`src/script_sigop_counter_unit_defines.svh`:
```
// ----------------------------------------------------------------------------
// Script sigop counter assertion macros
// Shared concurrent assertion forms used by the counter modules.
// ----------------------------------------------------------------------------
`ifndef SCRIPT_SIGOP_COUNTER_UNIT_DEFINES_SVH
`define SCRIPT_SIGOP_COUNTER_UNIT_DEFINES_SVH

// The antecedent implies the consequent in the same cycle.
`define SCU_ASSERT_SAME(label, ante, cons, msg) \
    label: assert property (@(posedge clk) disable iff (!rst_n) (ante) |-> (cons)) \
        else $error(msg);

// The antecedent implies the consequent in the following cycle.
`define SCU_ASSERT_NEXT(label, ante, cons, msg) \
    label: assert property (@(posedge clk) disable iff (!rst_n) (ante) |=> (cons)) \
        else $error(msg);

`endif

```
`src/scu_pkg.sv`:
```
// ----------------------------------------------------------------------------
// Script sigop counter package
// Shared types and constants of the script sigop counter.
// ----------------------------------------------------------------------------
package scu_pkg;

    localparam int unsigned BYTE_W        = 8;
    localparam int unsigned COUNT_W       = 19;
    localparam int unsigned LEN_W         = 32;
    localparam int unsigned IN_TDATA_W    = 8;
    localparam int unsigned OUT_TDATA_W   = 24;

    localparam longint unsigned MAX_SCRIPT_BYTES = 16384;
    localparam longint unsigned COUNT_HW_MAX     = (64'd1 << COUNT_W) - 64'd1;
    localparam longint unsigned CAP_RAW          = MAX_SCRIPT_BYTES * 20;
    localparam logic [COUNT_W-1:0] COUNT_CAP =
        COUNT_W'((CAP_RAW > COUNT_HW_MAX) ? COUNT_HW_MAX : CAP_RAW);

    localparam logic [4:0] MULTISIG_DEFAULT = 5'd20;

    localparam logic [BYTE_W-1:0] OP_PUSH_MIN     = 8'h01;
    localparam logic [BYTE_W-1:0] OP_PUSH_MAX     = 8'h4b;
    localparam logic [BYTE_W-1:0] OP_LEN1_PUSH    = 8'h4c;
    localparam logic [BYTE_W-1:0] OP_LEN2_PUSH    = 8'h4d;
    localparam logic [BYTE_W-1:0] OP_LEN4_PUSH    = 8'h4e;
    localparam logic [BYTE_W-1:0] OP_1            = 8'h51;
    localparam logic [BYTE_W-1:0] OP_16           = 8'h60;
    localparam logic [BYTE_W-1:0] OP_N_BASE       = 8'h50;
    localparam logic [BYTE_W-1:0] OP_SIGCHK       = 8'hac;
    localparam logic [BYTE_W-1:0] OP_SIGCHK_VFY   = 8'had;
    localparam logic [BYTE_W-1:0] OP_CHECKMULTI   = 8'hae;
    localparam logic [BYTE_W-1:0] OP_CHECKMULTIVF = 8'haf;

    typedef struct packed {
        logic [BYTE_W-1:0] script_byte;
        logic              last_byte;
    } in_word_t;

    typedef struct packed {
        logic               truncated;
        logic [COUNT_W-1:0] sigop_count;
    } result_t;

endpackage

```
`src/scu_in_stage.sv`:
```
// ----------------------------------------------------------------------------
// Script sigop counter input stage
// Registers each accepted input word ahead of the parser.
// ----------------------------------------------------------------------------
module scu_in_stage (
    input  logic                               clk,
    input  logic                               rst_n,
    input  logic                               s_tvalid,
    output logic                               s_tready,
    input  logic [scu_pkg::IN_TDATA_W-1:0]     s_tdata,   // [7:0] script_byte
    input  logic                               s_tlast,   // last_byte
    input  logic                               advance,
    output logic                               word_valid,
    output scu_pkg::in_word_t                  word
);
    import scu_pkg::*;

    logic     valid_reg;
    logic     valid_next;
    in_word_t word_reg;

    assign s_tready   = !valid_reg || advance;
    assign valid_next = (s_tvalid && s_tready) || (valid_reg && !advance);

    always_ff @(posedge clk or negedge rst_n)
    begin
        if (!rst_n)
        begin
            valid_reg <= 1'b0;
        end
        else
        begin
            valid_reg <= valid_next;
        end
    end

    always_ff @(posedge clk)
    begin
        if (s_tvalid && s_tready)
        begin
            word_reg.script_byte <= s_tdata[BYTE_W-1:0];
            word_reg.last_byte   <= s_tlast;
        end
    end

    assign word_valid = valid_reg;
    assign word       = word_reg;

endmodule

```
`src/scu_parser.sv`:
```
// ----------------------------------------------------------------------------
// Script sigop counter parser
// Opcode parser, push skipper and saturating signature operation counter.
// ----------------------------------------------------------------------------
`include "script_sigop_counter_unit_defines.svh"

module scu_parser (
    input  logic              clk,
    input  logic              rst_n,
    input  logic              cfg_wr_en,
    input  logic              cfg_wr_data,
    input  logic              step,
    input  scu_pkg::in_word_t word,
    output logic              result_valid,
    output scu_pkg::result_t  result
);
    import scu_pkg::*;

    typedef enum logic [2:0] {
        PH_OPCODE,
        PH_LEN0,
        PH_LEN1,
        PH_LEN2,
        PH_LEN3,
        PH_SKIP
    } phase_t;

    phase_t             phase_reg, phase_next, phase_parse;
    logic [2:0]         left_reg, left_next, left_dec;
    logic [LEN_W-1:0]   push_reg, push_next, push_merged;
    logic [LEN_W-1:0]   skip_reg, skip_next, skip_dec;
    logic [BYTE_W-1:0]  prev_reg, prev_next;
    logic               prev_valid_reg, prev_valid_next;
    logic [COUNT_W-1:0] count_reg, count_next, count_parse;
    logic               accurate_reg;
    logic [4:0]         add_amount;
    logic [COUNT_W:0]   count_sum;
    logic [BYTE_W-1:0]  op;
    logic [BYTE_W-1:0]  prev_n;

    assign op       = word.script_byte;
    assign left_dec = left_reg - 3'd1;
    assign skip_dec = skip_reg - LEN_W'(1);
    assign prev_n   = prev_reg - OP_N_BASE;

    always_comb
    begin
        if (op == OP_SIGCHK || op == OP_SIGCHK_VFY)
        begin
            add_amount = 5'd1;
        end
        else if (op == OP_CHECKMULTI || op == OP_CHECKMULTIVF)
        begin
            if (accurate_reg && prev_valid_reg && prev_reg >= OP_1 && prev_reg <= OP_16)
            begin
                add_amount = prev_n[4:0];
            end
            else
            begin
                add_amount = MULTISIG_DEFAULT;
            end
        end
        else
        begin
            add_amount = 5'd0;
        end
    end

    assign count_sum = {1'b0, count_reg} + (COUNT_W + 1)'(add_amount);

    always_comb
    begin
        unique case (phase_reg)
            PH_LEN1: push_merged = push_reg | (LEN_W'(op) << 8);
            PH_LEN2: push_merged = push_reg | (LEN_W'(op) << 16);
            PH_LEN3: push_merged = push_reg | (LEN_W'(op) << 24);
            default: push_merged = push_reg | LEN_W'(op);
        endcase
    end

    always_comb
    begin
        phase_parse     = phase_reg;
        left_next       = left_reg;
        push_next       = push_reg;
        skip_next       = skip_reg;
        prev_next       = prev_reg;
        prev_valid_next = prev_valid_reg;
        count_parse     = count_reg;

        unique case (phase_reg)
            PH_OPCODE:
            begin
                count_parse     = (count_sum > (COUNT_W + 1)'(COUNT_CAP)) ?
                                  COUNT_CAP : count_sum[COUNT_W-1:0];
                prev_next       = op;
                prev_valid_next = 1'b1;
                if (op >= OP_PUSH_MIN && op <= OP_PUSH_MAX)
                begin
                    skip_next   = LEN_W'(op);
                    phase_parse = PH_SKIP;
                end
                else if (op >= OP_LEN1_PUSH && op <= OP_LEN4_PUSH)
                begin
                    left_next   = (op == OP_LEN1_PUSH) ? 3'd1 :
                                  (op == OP_LEN2_PUSH) ? 3'd2 : 3'd4;
                    push_next   = '0;
                    phase_parse = PH_LEN0;
                end
            end
            PH_LEN0, PH_LEN1, PH_LEN2, PH_LEN3:
            begin
                push_next = push_merged;
                left_next = left_dec;
                if (left_dec == 3'd0)
                begin
                    if (push_merged == '0)
                    begin
                        phase_parse = PH_OPCODE;
                    end
                    else
                    begin
                        skip_next   = push_merged;
                        phase_parse = PH_SKIP;
                    end
                end
                else
                begin
                    unique case (phase_reg)
                        PH_LEN0: phase_parse = PH_LEN1;
                        PH_LEN1: phase_parse = PH_LEN2;
                        default: phase_parse = PH_LEN3;
                    endcase
                end
            end
            default:
            begin
                skip_next = skip_dec;
                if (skip_dec == '0)
                begin
                    phase_parse = PH_OPCODE;
                end
            end
        endcase

        phase_next = phase_parse;
        count_next = count_parse;
        if (word.last_byte)
        begin
            phase_next      = PH_OPCODE;
            left_next       = '0;
            push_next       = '0;
            skip_next       = '0;
            prev_next       = '0;
            prev_valid_next = 1'b0;
            count_next      = '0;
        end
    end

    always_ff @(posedge clk or negedge rst_n)
    begin
        if (!rst_n)
        begin
            phase_reg      <= PH_OPCODE;
            left_reg       <= '0;
            push_reg       <= '0;
            skip_reg       <= '0;
            prev_reg       <= '0;
            prev_valid_reg <= 1'b0;
            count_reg      <= '0;
            accurate_reg   <= 1'b1;
        end
        else
        begin
            if (cfg_wr_en)
            begin
                accurate_reg <= cfg_wr_data;
            end
            if (step)
            begin
                phase_reg      <= phase_next;
                left_reg       <= left_next;
                push_reg       <= push_next;
                skip_reg       <= skip_next;
                prev_reg       <= prev_next;
                prev_valid_reg <= prev_valid_next;
                count_reg      <= count_next;
            end
        end
    end

    assign result_valid       = step && word.last_byte;
    assign result.sigop_count = count_parse;
    assign result.truncated   = (phase_parse != PH_OPCODE);

    `SCU_ASSERT_SAME(a_count_capped, 1'b1, count_reg <= COUNT_CAP, "count above cap")
    `SCU_ASSERT_SAME(a_skip_nonzero, phase_reg == PH_SKIP, skip_reg != '0, "empty skip")
    `SCU_ASSERT_SAME(a_len_left, phase_reg != PH_OPCODE && phase_reg != PH_SKIP,
                     left_reg != 3'd0, "no length bytes left in length phase")
    `SCU_ASSERT_NEXT(a_clear_after_last, step && word.last_byte,
                     phase_reg == PH_OPCODE && count_reg == '0 && !prev_valid_reg,
                     "parser not cleared after last word")

endmodule

```
`src/scu_out_stage.sv`:
```
// ----------------------------------------------------------------------------
// Script sigop counter output stage
// Result register that holds each result word until the receiver takes it.
// ----------------------------------------------------------------------------
module scu_out_stage (
    input  logic                               clk,
    input  logic                               rst_n,
    input  logic                               load,
    input  scu_pkg::result_t                   result,
    output logic                               free,
    output logic                               m_tvalid,
    input  logic                               m_tready,
    output logic [scu_pkg::OUT_TDATA_W-1:0]    m_tdata    // [18:0] sigop_count, [19] truncated
);
    import scu_pkg::*;

    logic    valid_reg;
    logic    valid_next;
    result_t result_reg;

    assign free       = !valid_reg || m_tready;
    assign valid_next = load || (valid_reg && !m_tready);

    always_ff @(posedge clk or negedge rst_n)
    begin
        if (!rst_n)
        begin
            valid_reg <= 1'b0;
        end
        else
        begin
            valid_reg <= valid_next;
        end
    end

    always_ff @(posedge clk)
    begin
        if (load)
        begin
            result_reg <= result;
        end
    end

    assign m_tvalid = valid_reg;
    assign m_tdata  = OUT_TDATA_W'(result_reg);

endmodule

```
`src/script_sigop_counter_unit.sv`:
```
// ----------------------------------------------------------------------------
// Script sigop counter unit
// Counts legacy signature operations of a byte-serial script.
//
// Script bytes arrive on the s_t* channel, one byte per word, with s_tlast
// set on the final byte of a script. For each script one result word leaves
// on the m_t* channel, carrying the saturated sigop count and a flag that
// is set when the script ended inside a push.
// An accepted byte sits in the input register while the parser works on it;
// a script's result is loaded as its last byte leaves. The unit takes one
// byte per cycle unless a last byte waits for the result register; the
// parser state update is the single stage between input and result registers.
// While the receiver stalls, the result register holds its word and bytes
// keep flowing until another last byte reaches the parser; then s_tready
// drops until the result register frees up.
// The accurate multisig mode bit is written through cfg_wr_en and
// cfg_wr_data; the user must do so only while the unit is idle (not enforced).
// Reset clears the parser and both channels, and sets the mode bit to accurate.
// ----------------------------------------------------------------------------
module script_sigop_counter_unit (
    input  logic                               clk,
    input  logic                               rst_n,
    input  logic                               cfg_wr_en,
    input  logic                               cfg_wr_data,
    input  logic                               s_tvalid,
    output logic                               s_tready,
    input  logic [scu_pkg::IN_TDATA_W-1:0]     s_tdata,   // [7:0] script_byte
    input  logic                               s_tlast,   // last_byte
    output logic                               m_tvalid,
    input  logic                               m_tready,
    output logic [scu_pkg::OUT_TDATA_W-1:0]    m_tdata    // [18:0] sigop_count, [19] truncated
);
    import scu_pkg::*;

    logic     word_valid;
    in_word_t word;
    logic     advance;
    logic     out_free;
    logic     result_valid;
    result_t  result;

    assign advance = word_valid && (!word.last_byte || out_free);

    scu_in_stage u_in_stage (
        .clk        (clk),
        .rst_n      (rst_n),
        .s_tvalid   (s_tvalid),
        .s_tready   (s_tready),
        .s_tdata    (s_tdata),
        .s_tlast    (s_tlast),
        .advance    (advance),
        .word_valid (word_valid),
        .word       (word)
    );

    scu_parser u_parser (
        .clk          (clk),
        .rst_n        (rst_n),
        .cfg_wr_en    (cfg_wr_en),
        .cfg_wr_data  (cfg_wr_data),
        .step         (advance),
        .word         (word),
        .result_valid (result_valid),
        .result       (result)
    );

    scu_out_stage u_out_stage (
        .clk      (clk),
        .rst_n    (rst_n),
        .load     (result_valid),
        .result   (result),
        .free     (out_free),
        .m_tvalid (m_tvalid),
        .m_tready (m_tready),
        .m_tdata  (m_tdata)
    );

endmodule

```
`config.mk`:
```
export PLATFORM = sky130hd
export DESIGN_NAME = script_sigop_counter_unit
export DESIGN_NICKNAME = d
export VERILOG_FILES = /design/src/scu_pkg.sv /design/src/scu_in_stage.sv /design/src/scu_parser.sv /design/src/scu_out_stage.sv /design/src/script_sigop_counter_unit.sv
export VERILOG_INCLUDE_DIRS = /design/src /design/src/src
export SDC_FILE = /design/constraint.sdc
export NUM_CORES = 1
export LEC_CHECK = 0
export ABC_AREA = 1
export BUFFER_PORTS_ARGS = -buffer_cell sky130_fd_sc_hd__buf_2
export CAP_MARGIN = 20
export CORE_AREA = 2 2 169 171
export CTS_BUF_LIST = sky130_fd_sc_hd__clkbuf_8 sky130_fd_sc_hd__clkbuf_16
export DETAILED_ROUTE_END_ITERATION = 8
export DIE_AREA = 0 0 171 173
export PLACE_DENSITY_LB_ADDON = 0.2
export SYNTH_ARGS = -nofsm -noshare
export SYNTH_HDL_FRONTEND = slang
export SYNTH_SLANG_ARGS = --single-unit
```
`constraint.sdc`:
```
create_clock -name clk -period 3.24 [get_ports clk]
set_clock_uncertainty 0.15 [all_clocks]
set_input_delay 0.648 -clock clk [delete_from_list [all_inputs] [get_ports clk]]
set_output_delay 0.648 -clock clk [all_outputs]
set_load 0.02 [all_outputs]
```
==> flow_results.org <==
** GRT
- Entering global routing, the biggest net connects 65 pins.
- The total overflow left after global routing is 0.
- Via count of the first global-routing pass :: about 7900
- Combined global-route utilization of all metal layers :: between 10% and 20%
- The first global-routing pass estimated between 40000 and 50000 µm of wire.
- Number of antenna violations at the first check in global routing :: 0

** CTS
- The H-tree was split into 4 levels.
- The longest clock path from root to sink contains 2 buffers.
- CTS sink cnt :: 130
- TritonCTS built the clock tree.
- Clock tree root driver cell :: sky130_fd_sc_hd__clkbuf_16
- Clock transition time at the flip-flop clock pins of the worst setup and hold paths :: around 0.060 ns
- In this run, post-CTS hold repair placed 0 buffers.
- Buffers inserted during clock tree synthesis total 17.
- The clock reaches the later pin of the worst-skew pair after 0.44 ns.

** Timing
- Setup repair after global routing could not meet its margin everywhere.
- Worst setup margin :: -0.0451 ns
- For this run, the top clock speed supported by timing is 304 MHz.
- The number of hold violations in the final report came to 0.
- Setup violations remaining at the end of the flow were counted as 19.
- For the pin with the worst max-slew slack, the measured transition is between 0.6 and 0.7 ns.
- Worst hold margin :: between 0.06 and 0.07 ns
- Share of the clock period used by the worst path after layout :: 101%
- Pins over their slew limit :: 0
- Setup total negative slack on the finished layout was measured at -0.458 ns.
- After layout, the minimum clock period comes to around 3.3 ns.
- In this run the tightest slew margin relative to its limit is roughly three fifths.

** Routing
- In the routed layout, each cell is associated on average with a via count of roughly 4.7.
- The detail route stage leaves a number of antenna-violating nets equal to 0.
- Sum of routed wire length over all layers :: 25700 µm
- The final route contains slightly above 8000 vias.
- The first routing iteration left between 500 and 600 violations.
- Iteration count of the initial detailed-routing pass :: 6
- In the final routed layout, each cell accounts on average for approximately 15 µm.
- Remaining routing DRC violations :: 0

** Synthesis
- Synth top area share :: roughly 30%
- Of all cell types, the one taking the most synthesized area is sky130_fd_sc_hd__dfrtp_1.
- Warnings from Yosys :: 0
- After synthesis, the netlist uses 37 different library cells.
- Syn_area_per_cell :: between 6 and 7 µm²
- Count of flip-flops with a built-in enable after synthesis :: 29
- Post-synthesis async set-or-reset flop share :: between 70 and 80%
- After synthesis the cells add up to 0.00827 mm².
- Prevailing post-synth register cell :: sky130_fd_sc_hd__dfrtp_1
- Count of state elements after synthesis :: 130
- Counting every instance in the synthesized netlist gives around 1200.
- For this run, the register share of the synthesized area comes to 41.1%.
- After synthesis, the cell types taking the most area are sky130_fd_sc_hd__dfrtp_1, sky130_fd_sc_hd__nand2_1, sky130_fd_sc_hd__edfxtp_1.

** Final layout
- Register area :: 0.00340 mm²
- Signed area change from the synthesized netlist to the final layout :: 26.5%
- Diodes inserted :: 0
- Share of post-route cells with drive strength above 1 :: around 18%
- After filler insertion, the fill cell instance count of the layout stands at slightly below 3000.
- At the end of the flow the core is filled with cells to between 30% and 40%.
- NumNets Final :: approximately 1400
- Summing all non-filler instances in the final layout gives an area of ~0.010 mm².
- Non-Filler Instances :: approximately 1700
- Summing all multi-input logic gate instances after layout gives approximately 0.0044 mm².

** Worst setup path
- Worst flop-to-flop path startpoint :: u_parser.prev_reg[2]
- The worst setup path is captured at a register.
- Along the worst path, the maximum fanout reaches 4.
- STA puts the critical path data arrival time at 3.51 ns.
- The worst setup path is of the register to register kind.
- Reg-to-Reg End :: u_parser.count_reg[13]
- The worst register-to-register path has a setup slack of -0.05 ns.
- STA puts the critical path data required time at 3.46 ns.
- For the worst flop-to-flop path, the logic depth is 25.
- CP startpoint kind :: register

** Flow run
- The tool flagged a number of max-cap violations equal to 0.

** Outcome
- Outcome :: finished, violations left
- Violated checks :: setup timing

** Power
- The design draws around 8.5 mW.
- Of the total power, the share spent switching nets is a little under half.
- In this run the power density over the cells is ~820 mW/mm².
- The share of total power dissipated in sequential elements is roughly a quarter.
- Cell internal power was estimated by the tool at 4.65 mW.
- In this run, the combinational gates consume between 40% and 50% of the power.
- Sw Pwr :: approximately 3.9 mW
- IR analysis of the VDD net gives a maximum drop of approximately 400 µV.
- Portion of total power attributed to the clock network :: around a quarter
- Summed over all cells, the static leakage comes to 5.10 nW.

** Floorplanning
- Initial standard-cell utilization of the core :: between 20 and 30%
- Total Die Area :: between 0.02 and 0.03 mm²
- Number of cell rows :: about 60
- Die Span Y :: ~170 µm
- CORE AREA :: 0.0276 mm²
- Horiz. Die Dim :: roughly 170 µm
- Top-level port count :: 41

** Place
- Worst slack at placement :: -0.218 ns
- Number of I/O port buffers :: 36
- The wire-length estimate of the detail-placed layout is 18900 µm.
- The congestion estimate from routability-driven global placement came to between 0.8 and 0.9.
- Number of placed instances with taps included :: between 1500 and 2000
- Once placement finished, the instance area stood at a little over 0.009 mm².

** Min path
- The tightest min-delay check is of the input pin to async pin type.
-- metal layers --
metal	global-route usage (%)	vias up	part of all wire (%)	routed length (µm)
met3	3.30	45	4.0	1040
met5	0	-	0	0
met1	22.9	3846	45	11700
met2	29.3	164	48	12200
met4	7.10	0	2.9	756
li1	-	4128	-	-
-- power groups by stage --
stage | logic [mW] | clock network, mW | registers [mW]
global route | 4.84 | 2.24 | 2.17
CTS | 4.19 | 2.18 | 2.13
global placement | 4.11 | 0 | 2.16
finish | 4.26 | 2.14 | 2.14
detailed placement | 4.15 | 0 | 2.15
floorplan | 2.88 | 0 | 2.12
-- worst max-delay path, cell delays in order (launching register included) --
cell	delay, ns
sky130_fd_sc_hd__dfrtp_1	0.40
sky130_fd_sc_hd__inv_2	0.07
sky130_fd_sc_hd__nand4_1	0.10
sky130_fd_sc_hd__o21ai_1	0.14
sky130_fd_sc_hd__nand4_1	0.15
sky130_fd_sc_hd__inv_2	0.11
sky130_fd_sc_hd__nand2_2	0.06
sky130_fd_sc_hd__a21oi_2	0.15
sky130_fd_sc_hd__ha_2	0.23
sky130_fd_sc_hd__buf_4	0.13
sky130_fd_sc_hd__nand3_2	0.09
sky130_fd_sc_hd__nand3_4	0.09
sky130_fd_sc_hd__nand2_2	0.07
sky130_fd_sc_hd__nand2_2	0.06
sky130_fd_sc_hd__buf_4	0.11
sky130_fd_sc_hd__nand3b_1	0.09
sky130_fd_sc_hd__buf_4	0.15
sky130_fd_sc_hd__buf_4	0.12
sky130_fd_sc_hd__buf_4	0.12
sky130_fd_sc_hd__buf_4	0.12
sky130_fd_sc_hd__buf_4	0.12
sky130_fd_sc_hd__a21oi_1	0.16
sky130_fd_sc_hd__nand2_2	0.06
sky130_fd_sc_hd__nand2_1	0.07
sky130_fd_sc_hd__nand2_1	0.05
sky130_fd_sc_hd__nand2_1	0.06
-- synth_stat cells (14+ instances only) --
library cell	n
sky130_fd_sc_hd__edfxtp_1	29
sky130_fd_sc_hd__nor2_1	140
sky130_fd_sc_hd__nand2_1	439
sky130_fd_sc_hd__nand3_1	80
sky130_fd_sc_hd__a21oi_1	16
sky130_fd_sc_hd__inv_1	167
sky130_fd_sc_hd__o21ai_1	14
sky130_fd_sc_hd__dfrtp_1	100
sky130_fd_sc_hd__nand4_1	17
sky130_fd_sc_hd__o21ai_0	92
sky130_fd_sc_hd__nor3_1	14
sky130_fd_sc_hd__clkbuf_1	21
sky130_fd_sc_hd__o21bai_1	21
sky130_fd_sc_hd__o22ai_1	14
-- cells by family after synthesis --
family | after synthesis | synth area share [%]
AO/OA/AOI/OAI | 170 | 11.6
XOR/XNOR | 16 | 1.70
adder cells (fa/ha/maj) | 10 | 1.60
buffers and inverters | 208 | 9.79
flip-flops | 130 | 41.1
multiplexers | 1 | 0.136
other | 1 | 0.0454
AND/OR/NAND/NOR | 699 | 34.0
-- area by class of cell --
class | instances | area share, %
repair buffers | 121 | 8.23
clock buffers | 17 | 4.07
multi-input cells | 900 | 42.5
inverters | 172 | 6.17
clock inverters | 15 | 2.06
well taps | 378 | 4.52
flip-flops and latches | 130 | 32.5
-- worst max path at each step --
stage / endpoint / cells after the start / slack (ns) / from
floorplan: u_out_stage.m_tdata[10] / 22 / 0.08 / u_parser.prev_reg[0]
CTS: u_out_stage.m_tdata[2] / 21 / 0.004 / u_parser.prev_reg[1]
detailed placement: u_parser.count_reg[11] / 21 / -0.22 / u_parser.prev_reg[2]
finish: u_parser.count_reg[13] / 25 / -0.05 / u_parser.prev_reg[2]
global placement: u_parser.count_reg[11] / 19 / -0.27 / u_parser.prev_reg[0]
global route: u_parser.count_reg[2] / 26 / -0.33 / u_parser.prev_reg[2]
-- cells in the final DEF (no fill, tap or decap), types with 29 or more instances in the layout --
master | synthesis | routed
sky130_fd_sc_hd__buf_2 | 11 | 35
sky130_fd_sc_hd__buf_4 | 4 | 82
sky130_fd_sc_hd__dfrtp_1 | 100 | 100
sky130_fd_sc_hd__edfxtp_1 | 29 | 29
sky130_fd_sc_hd__inv_1 | 167 | 161
sky130_fd_sc_hd__nand2_1 | 439 | 392
sky130_fd_sc_hd__nand2_2 | 0 | 37
sky130_fd_sc_hd__nand3_1 | 80 | 75
sky130_fd_sc_hd__nor2_1 | 140 | 136
sky130_fd_sc_hd__o21ai_0 | 92 | 87
-- timing repair --
action,4_1_cts,5_1_grt
resized for setup,40,65
setup endpoints to repair,34,68
cloned,1,0
buffers inserted,11,5
pin swaps,17,38
Power figures use the tool's default switching activity.
